===== config.mk =====
export PLATFORM = sky130hd
export DESIGN_NAME = timer_set_scheduler_top
export DESIGN_NICKNAME = d
export VERILOG_FILES = /design/src/hw/rtl/tss_pkg.sv /design/src/hw/rtl/tss_ram.sv /design/src/hw/rtl/tss_scan.sv /design/src/hw/rtl/timer_set_scheduler_top.sv
export SDC_FILE = /design/constraint.sdc
export NUM_CORES = 2
export LEC_CHECK = 0
export BUFFER_PORTS_ARGS = -buffer_cell sky130_fd_sc_hd__buf_2
export CAP_MARGIN = 10
export CORE_MARGIN = 2
export CORE_UTILIZATION = 52
export DETAILED_ROUTE_END_ITERATION = 16
export PLACE_DENSITY = 0.76
export SYNTH_ARGS = -nofsm -noshare
export SYNTH_HDL_FRONTEND = slang
export SYNTH_SLANG_ARGS = --single-unit

===== constraint.sdc =====
create_clock -name clk -period 14.3 [get_ports clk]
set_input_delay 4.29 -clock clk [delete_from_list [all_inputs] [get_ports clk]]
set_output_delay 4.29 -clock clk [all_outputs]
set_load 0.02 [all_outputs]

===== src/hw/rtl/tss_pkg.sv =====
`timescale 1ns / 1ps

package tss_pkg;

    // Operation codes of a request
    localparam logic [1:0] OP_START = 2'd0;
    localparam logic [1:0] OP_STOP  = 2'd1;
    localparam logic [1:0] OP_TICK  = 2'd2;
    localparam logic [1:0] OP_CLEAR = 2'd3;

    // Result kinds
    localparam logic [1:0] KIND_START_ACK = 2'd0;
    localparam logic [1:0] KIND_STOP_ACK  = 2'd1;
    localparam logic [1:0] KIND_EXPIRY    = 2'd2;
    localparam logic [1:0] KIND_WAIT      = 2'd3;

    // Offset that maps a signed difference onto an unsigned order
    localparam logic [31:0] SIGN_BIAS = 32'h8000_0000;

    localparam logic [15:0] MAX_WAIT_RESET = 16'd60000;

    typedef struct packed {
        logic [1:0]  operation;
        logic [3:0]  timer_id;
        logic [31:0] delay;
        logic [31:0] repeat_period;
        logic [31:0] now_tick;
    } tss_req_t;

    typedef struct packed {
        logic [1:0]  kind;
        logic [3:0]  expired_id;
        logic        became_first;
        logic [15:0] wait_ticks;
        logic        last;
    } tss_res_t;

    // Running minimum of one scan
    typedef struct packed {
        logic        found;
        logic [31:0] key;
        logic [31:0] dl;
    } tss_best_t;

endpackage


===== src/hw/rtl/tss_ram.sv =====
`timescale 1ns / 1ps

module tss_ram #(
    parameter int WIDTH = 32,
    parameter int DEPTH = 16,
    localparam int AW = (DEPTH > 1) ? $clog2(DEPTH) : 1
) (
    input  logic             clk,
    input  logic             we,
    input  logic [AW-1:0]    waddr,
    input  logic [WIDTH-1:0] wdata,
    input  logic [AW-1:0]    raddr,
    output logic [WIDTH-1:0] rdata
);

    logic [WIDTH-1:0] mem [DEPTH];
    logic [WIDTH-1:0] rdata_reg;

    always_ff @(posedge clk)
    begin
        if (we)
        begin
            mem[waddr] <= wdata;
        end
        rdata_reg <= mem[raddr];
    end

    assign rdata = rdata_reg;

endmodule


===== src/hw/rtl/tss_scan.sv =====
`timescale 1ns / 1ps

// Earliest-deadline tracker: takes one deadline per cycle from the RAM read port.
module tss_scan #(
    parameter int NUM_TIMERS = 16,
    localparam int IDX_W = (NUM_TIMERS > 1) ? $clog2(NUM_TIMERS) : 1
) (
    input  logic                   clk,
    input  logic                   rst_n,
    input  logic                   clear,
    input  logic                   issue,
    input  logic [IDX_W-1:0]       issue_idx,
    input  logic [NUM_TIMERS-1:0]  armed,
    input  logic [31:0]            rdata,
    input  logic [31:0]            now,
    output tss_pkg::tss_best_t     best,
    output logic [IDX_W-1:0]       best_idx
);

    import tss_pkg::*;

    logic              p_valid_reg;
    logic [IDX_W-1:0]  p_idx_reg;
    tss_best_t         best_reg;
    tss_best_t         best_next;
    logic [IDX_W-1:0]  best_idx_reg;
    logic [IDX_W-1:0]  best_idx_next;
    logic [31:0]       key;

    assign key = (rdata - now) ^ SIGN_BIAS;

    always_comb
    begin
        best_next     = best_reg;
        best_idx_next = best_idx_reg;
        if (clear)
        begin
            best_next.found = 1'b0;
        end
        else if (p_valid_reg && armed[p_idx_reg] &&
                 (!best_reg.found || (key < best_reg.key)))
        begin
            // strict compare in ascending order keeps the lowest slot on ties
            best_next.found = 1'b1;
            best_next.key   = key;
            best_next.dl    = rdata;
            best_idx_next   = p_idx_reg;
        end
    end

    always_ff @(posedge clk or negedge rst_n)
    begin
        if (!rst_n)
        begin
            p_valid_reg  <= 1'b0;
            p_idx_reg    <= '0;
            best_reg     <= '0;
            best_idx_reg <= '0;
        end
        else
        begin
            p_valid_reg  <= issue;
            p_idx_reg    <= issue_idx;
            best_reg     <= best_next;
            best_idx_reg <= best_idx_next;
        end
    end

    assign best     = best_reg;
    assign best_idx = best_idx_reg;

endmodule


===== src/hw/rtl/timer_set_scheduler_top.sv =====
`timescale 1ns / 1ps

// Timer slot scheduler. A request is taken when start is high and busy is low;
// every result it causes shows on result for one cycle with result_valid, and
// the one with result.last set ends the request. The receiver cannot stall, so
// results must be consumed as they appear. Stop, clear and an out-of-range
// start answer in the cycle after the request. A start in range runs one
// search for the earliest deadline, a tick one more after each expiry. Each
// search walks the deadline RAM through its single read port, one slot per
// cycle, then passes a drain state for the read latency and a decide state;
// after an expiry a reload state reads the period RAM and writes the new
// deadline back or disarms a one-shot slot. The user must write max_wait
// through cfg_we/cfg_wdata only while the block is idle; it is not enforced.
module timer_set_scheduler_top #(
    parameter int NUM_TIMERS = 16
) (
    input  logic              clk,
    input  logic              rst_n,
    input  logic              start,
    output logic              busy,
    input  tss_pkg::tss_req_t request,
    input  logic              cfg_we,
    input  logic [15:0]       cfg_wdata,
    output logic              result_valid,
    output tss_pkg::tss_res_t result
);

    import tss_pkg::*;

    localparam int IDX_W = (NUM_TIMERS > 1) ? $clog2(NUM_TIMERS) : 1;
    localparam logic [IDX_W-1:0] LAST_IDX = IDX_W'(NUM_TIMERS - 1);

    typedef enum logic [4:0] {
        ST_IDLE   = 5'b00001,
        ST_SCAN   = 5'b00010,
        ST_DRAIN  = 5'b00100,
        ST_DECIDE = 5'b01000,
        ST_RELOAD = 5'b10000
    } state_t;

    state_t                 state_reg, state_next;
    logic [IDX_W-1:0]       scan_cnt_reg, scan_cnt_next;
    logic [NUM_TIMERS-1:0]  armed_reg, armed_next;
    logic [1:0]             op_reg, op_next;
    logic [3:0]             id_reg, id_next;
    logic [31:0]            now_reg, now_next;
    logic [15:0]            max_wait_reg;
    logic                   res_valid_reg, res_valid_next;
    tss_res_t               res_reg, res_next;

    // RAM ports
    logic                   dl_we;
    logic [IDX_W-1:0]       dl_waddr;
    logic [31:0]            dl_wdata;
    logic [31:0]            dl_rdata;
    logic                   per_we;
    logic [31:0]            per_rdata;

    // scan unit
    logic                   scan_clear;
    logic                   scan_issue;
    tss_best_t              best;
    logic [IDX_W-1:0]       best_idx;

    logic                   accept;
    logic                   in_range;
    logic [IDX_W-1:0]       req_idx;
    logic [31:0]            best_diff;
    logic                   best_expired;
    logic [31:0]            reload_diff;
    logic                   reload_behind;
    logic [15:0]            wait_val;

    assign busy     = (state_reg != ST_IDLE);
    assign accept   = start && (state_reg == ST_IDLE);
    assign in_range = (32'(request.timer_id) < 32'(NUM_TIMERS));
    assign req_idx  = IDX_W'(request.timer_id);

    // signed distance of the earliest deadline from now
    assign best_diff    = best.key ^ SIGN_BIAS;
    assign best_expired = best.found && (best.key <= SIGN_BIAS);

    // periodic reload: deadline falls behind when new distance is <= 0
    assign reload_diff   = best_diff + per_rdata;
    assign reload_behind = (reload_diff == 32'd0) || reload_diff[31];

    always_comb
    begin
        if (!best.found)
        begin
            wait_val = max_wait_reg;
        end
        else if (best_diff < {16'd0, max_wait_reg})
        begin
            wait_val = best_diff[15:0];
        end
        else
        begin
            wait_val = max_wait_reg;
        end
    end

    tss_ram #(.WIDTH(32), .DEPTH(NUM_TIMERS)) u_deadline_ram (
        .clk   (clk),
        .we    (dl_we),
        .waddr (dl_waddr),
        .wdata (dl_wdata),
        .raddr (scan_cnt_reg),
        .rdata (dl_rdata)
    );

    tss_ram #(.WIDTH(32), .DEPTH(NUM_TIMERS)) u_period_ram (
        .clk   (clk),
        .we    (per_we),
        .waddr (req_idx),
        .wdata (request.repeat_period),
        .raddr (best_idx),
        .rdata (per_rdata)
    );

    tss_scan #(.NUM_TIMERS(NUM_TIMERS)) u_scan (
        .clk       (clk),
        .rst_n     (rst_n),
        .clear     (scan_clear),
        .issue     (scan_issue),
        .issue_idx (scan_cnt_reg),
        .armed     (armed_reg),
        .rdata     (dl_rdata),
        .now       (now_reg),
        .best      (best),
        .best_idx  (best_idx)
    );

    always_comb
    begin
        state_next     = state_reg;
        scan_cnt_next  = scan_cnt_reg;
        armed_next     = armed_reg;
        op_next        = op_reg;
        id_next        = id_reg;
        now_next       = now_reg;
        res_valid_next = 1'b0;
        res_next       = '0;
        dl_we          = 1'b0;
        dl_waddr       = req_idx;
        dl_wdata       = request.now_tick + request.delay;
        per_we         = 1'b0;
        scan_clear     = 1'b0;
        scan_issue     = 1'b0;

        case (state_reg)
            ST_IDLE:
            begin
                if (accept)
                begin
                    op_next  = request.operation;
                    id_next  = request.timer_id;
                    now_next = request.now_tick;
                    case (request.operation)
                        OP_START:
                        begin
                            if (in_range)
                            begin
                                dl_we               = 1'b1;
                                per_we              = 1'b1;
                                armed_next[req_idx] = 1'b1;
                                scan_clear          = 1'b1;
                                scan_cnt_next       = '0;
                                state_next          = ST_SCAN;
                            end
                            else
                            begin
                                // slot out of range: ack only
                                res_valid_next      = 1'b1;
                                res_next.kind       = KIND_START_ACK;
                                res_next.expired_id = request.timer_id;
                                res_next.last       = 1'b1;
                            end
                        end
                        OP_STOP:
                        begin
                            if (in_range)
                            begin
                                armed_next[req_idx] = 1'b0;
                            end
                            res_valid_next      = 1'b1;
                            res_next.kind       = KIND_STOP_ACK;
                            res_next.expired_id = request.timer_id;
                            res_next.last       = 1'b1;
                        end
                        OP_CLEAR:
                        begin
                            armed_next     = '0;
                            res_valid_next = 1'b1;
                            res_next.kind  = KIND_STOP_ACK;
                            res_next.last  = 1'b1;
                        end
                        default:
                        begin
                            // tick
                            scan_clear    = 1'b1;
                            scan_cnt_next = '0;
                            state_next    = ST_SCAN;
                        end
                    endcase
                end
            end
            ST_SCAN:
            begin
                scan_issue = 1'b1;
                if (scan_cnt_reg == LAST_IDX)
                begin
                    state_next = ST_DRAIN;
                end
                else
                begin
                    scan_cnt_next = scan_cnt_reg + 1'b1;
                end
            end
            ST_DRAIN:
            begin
                state_next = ST_DECIDE;
            end
            ST_DECIDE:
            begin
                res_valid_next = 1'b1;
                if (op_reg == OP_START)
                begin
                    res_next.kind         = KIND_START_ACK;
                    res_next.expired_id   = id_reg;
                    res_next.became_first = best.found && (best_idx == IDX_W'(id_reg));
                    res_next.last         = 1'b1;
                    state_next            = ST_IDLE;
                end
                else if (best_expired)
                begin
                    // period read of best_idx lands in the reload cycle
                    res_next.kind       = KIND_EXPIRY;
                    res_next.expired_id = 4'(best_idx);
                    state_next          = ST_RELOAD;
                end
                else
                begin
                    res_next.kind       = KIND_WAIT;
                    res_next.wait_ticks = wait_val;
                    res_next.last       = 1'b1;
                    state_next          = ST_IDLE;
                end
            end
            ST_RELOAD:
            begin
                if (per_rdata == 32'd0)
                begin
                    armed_next[best_idx] = 1'b0;
                end
                else
                begin
                    dl_we    = 1'b1;
                    dl_waddr = best_idx;
                    dl_wdata = reload_behind ? (now_reg + 32'd1) : (best.dl + per_rdata);
                end
                // rescan; the write lands before the first read of the new pass
                scan_clear    = 1'b1;
                scan_cnt_next = '0;
                state_next    = ST_SCAN;
            end
            default:
            begin
                state_next = ST_IDLE;
            end
        endcase
    end

    always_ff @(posedge clk or negedge rst_n)
    begin
        if (!rst_n)
        begin
            state_reg     <= ST_IDLE;
            scan_cnt_reg  <= '0;
            armed_reg     <= '0;
            max_wait_reg  <= MAX_WAIT_RESET;
            res_valid_reg <= 1'b0;
        end
        else
        begin
            state_reg     <= state_next;
            scan_cnt_reg  <= scan_cnt_next;
            armed_reg     <= armed_next;
            res_valid_reg <= res_valid_next;
            if (cfg_we)
            begin
                max_wait_reg <= cfg_wdata;
            end
        end
    end

    always_ff @(posedge clk)
    begin
        op_reg  <= op_next;
        id_reg  <= id_next;
        now_reg <= now_next;
        res_reg <= res_next;
    end

    assign result_valid = res_valid_reg;
    assign result       = res_reg;

    // the final result of a request always leaves the block idle
    a_last_idle: assert property (@(posedge clk) disable iff (!rst_n)
        (result_valid && result.last) |-> !busy)
        else $error("final result while busy");

    // intermediate results come only from a tick still in progress
    a_mid_busy: assert property (@(posedge clk) disable iff (!rst_n)
        (result_valid && !result.last) |-> (busy && (result.kind == KIND_EXPIRY)))
        else $error("non-final result outside a tick");

    // an accepted request either goes busy or answers at once
    a_accept_resp: assert property (@(posedge clk) disable iff (!rst_n)
        (start && !busy) |=> (busy || (result_valid && result.last)))
        else $error("request dropped");

endmodule


==> results.md <==
* Vias in the first global route at 32,327
* Site row count at 120
* Multi-input logic area at 18,600 sq um
* Chip Height at 332 microns
* FMAX at 0.130 GHz
* Most frequent cells in the layout: edfxtp_1, mux4_2, ha_1
* Port bufs at 147
* TNS Setup at 0 ps
* CTS Buf Count at 131
* Final ANT Viol Nets at 0
* DRC at 0
* VDD IR max at between 0.1 and 0.15 mV
* Clock period minus worst slack at 7680 ps
* DP HPWL at 81,000 microns
* Max-Cap Viols at 0
* Syn. warnings at 0
* Initial Utilization at 52.3%
* Root Buffer: clkbuf_16
* Post-cts sizing count at 0
* Number of I/O pins at about 150
* Total Routing Usage GR at 24.8%
* GR met3 Demand/Resource at under 10%
* Worst Setup End Kind: register
* FF+latch area at between 30,000 and 40,000 sq um
* Cts hold-fix bufs at 0
* Cell taking the most area after synthesis: edfxtp_1
* GPL Wtd Cong at 0.914
* GR Overflow Total at 0
* Pleak at 21.7 nW
* Yosys cell types at 89
* Final Cycle Share at 53.7%
* Die W at 332 microns
* Synth Area per Inst at 16.3 sq um
* Total power at 9.40 mW
* Final Non-Filler Cells at 5,140
* First-pass GRT wire length at just over 200,000 microns
* Final setup viols at 0
* DR vias at between 30,000 and 40,000
* Vias per cell at 6.29
* CTS tree: done
* Initial DRT Pass Iterations at 6
* CP Data Arrival Time at 8060 ps
* Seq/Total Area, Yosys at between 60% and 70%
* Final nets at just under 4,000
* Slew Limit Headroom at 18.8%
* GRT met2 Usage at 41.2%
* Post-synth EDFFs at 1,062
* Max Slew Vio Count at 0
* Top_reg_cell synth: edfxtp_1
* Layout area overhead at 12.7%
* Inst Count DP at between 4,000 and 5,000
* H-tree depth at 4
* # clock sinks at about 1,300
* Synth top area share at between 50% and 60%
* Dominant cells by area after synthesis: edfxtp_1, mux4_2, dfrtp_1
* Pwr dens at 149 nW/um^2
* Worst Skew at 24.5 ps
* RSZ-0062 raised after global routing: no
* Worst-Margin Slew at around 1200 ps
* Layout cells sized above 1 at 23.0%
* Number of buffers added for setup after CTS at 0
* Layer carrying the most global-route usage: met2
* Async S/R FF share, synth at 9.16%
* R2R setup slack at between 8000 and 9000 ps
* CP max FO at 16
* Core Region at 107,000 sq um
* Post-Syn Instances at 3,430
* Die area at 110,000 sq um
* FF+latch count, synth at 1,266
* GR met1 Demand/Resource at between 30% and 40%
* Status: completed
* WHS at 470 ps
* Clock Latency Late Sink at 750 ps
* # fillers at 7,678
* Final Hold Viols at 0
* Maximum root-to-sink buffer count at 3
* Initial antenna violation count at 9
* Initial DRC Count at 3,424
* WL/cell at around 26 microns
* Kind of critical path: primary input to register
* Worst EP required at roughly 15,000 ps
* Kind of start point of the critical path: primary input
* Final wirelength at 136,000 microns
* Largest net degree at the start of global routing at 103
* Mapped cell area at between 50,000 and 60,000 sq um
* Worst min path class: register to register
* Most common cell after layout, fill and taps aside: edfxtp_1
* Clk slew on worst S/H paths at about 60 ps
* Post-Syn Nets at 3,728
==> report_power, final <==
| part | switching, mW | total, mW | internal [mW] |
|---|---|---|---|
| clock network | 1.43 | 3.46 | 2.04 |
| registers | 0.133 | 4.32 | 4.18 |
| logic | 0.926 | 1.62 | 0.693 |
==> synth_stat cells, drive strengths merged, types with 34 or more instances <==
| library cell | n |
|---|---|
| edfxtp | 1062 |
| mux4 | 325 |
| a21oi | 176 |
| ha | 172 |
| nand2 | 171 |
| nor2 | 150 |
| o21ai | 141 |
| inv | 119 |
| dfrtp | 108 |
| xnor2 | 103 |
| clkbuf | 89 |
| dfxtp | 88 |
| a21o | 76 |
| nand3 | 57 |
| buf | 49 |
| mux2 | 47 |
| nor3 | 42 |
| mux2i | 37 |
| nand2b | 34 |
==> cell type report <==
class / instances / area share (%)
well taps: 1403 / 2.79
inverters: 119 / 0.710
diodes: 2 / 0.00795
multi-input cells: 1907 / 29.5
repair buffers: 202 / 1.85
clock inverters: 68 / 1.22
flip-flops and latches: 1266 / 58.1
clock buffers: 173 / 5.76
==> through the flow <==
step	util, %	worst slack [ps]	instance area, sq um
CTS	58.9	6710	62900
detailed placement	54.8	5950	58500
global placement	54.8	6170	58500
floorplan	-	6500	55800
global route	58.9	6360	62900
finish	58.9	6620	62900
==> layer usage <==
metal	up-vias	routed length (microns)
met5	-	11
met4	2	3660
met3	208	10200
met2	1488	68000
met1	16584	54200
li1	14040	-
==> path summary, 6_finish.rpt <==
path	from	to	cells past startpoint
max	request[12]	u_deadline_ram.mem[5][29]$_DFFE_PP_	13
min	armed_reg[6]$_DFFE_PN0P_	armed_reg[6]$_DFFE_PN0P_	1
max reg2reg	now_reg[0]$_DFFE_PP_	u_scan.best[2]$_DFFE_PN0P_	22
min reg2reg	armed_reg[6]$_DFFE_PN0P_	armed_reg[6]$_DFFE_PN0P_	1
max in group asynchronous	rst_n	scan_cnt_reg[1]$_DFFE_PN0P_	2
min in group asynchronous	rst_n	max_wait_reg[0]$_DFFE_PN0P_	1
==> kinds of logic after synthesis <==
family | count (synthesis) | synth area share (%)
and+or+nand+nor | 609 | 5.28
DFF | 1266 | 65.5
buffers and inverters | 257 | 1.85
adders and majority gates | 176 | 4.00
xor gates and xnor gates | 127 | 1.99
muxes | 409 | 14.7
AOI/OAI and AO/OA | 586 | 6.68
==> worst max-delay path, stage by stage <==
cell	delay, ps
buf_2	120
ha_1	370
nand3_1	130
or3_1	450
a41o_1	290
a311oi_1	350
nand2b_1	220
o2111ai_1	280
a21oi_1	320
a21o_1	160
a21oi_1	70
xor2_1	150
mux2i_1	850
No activity file was read; power rests on OpenSTA's default activity.
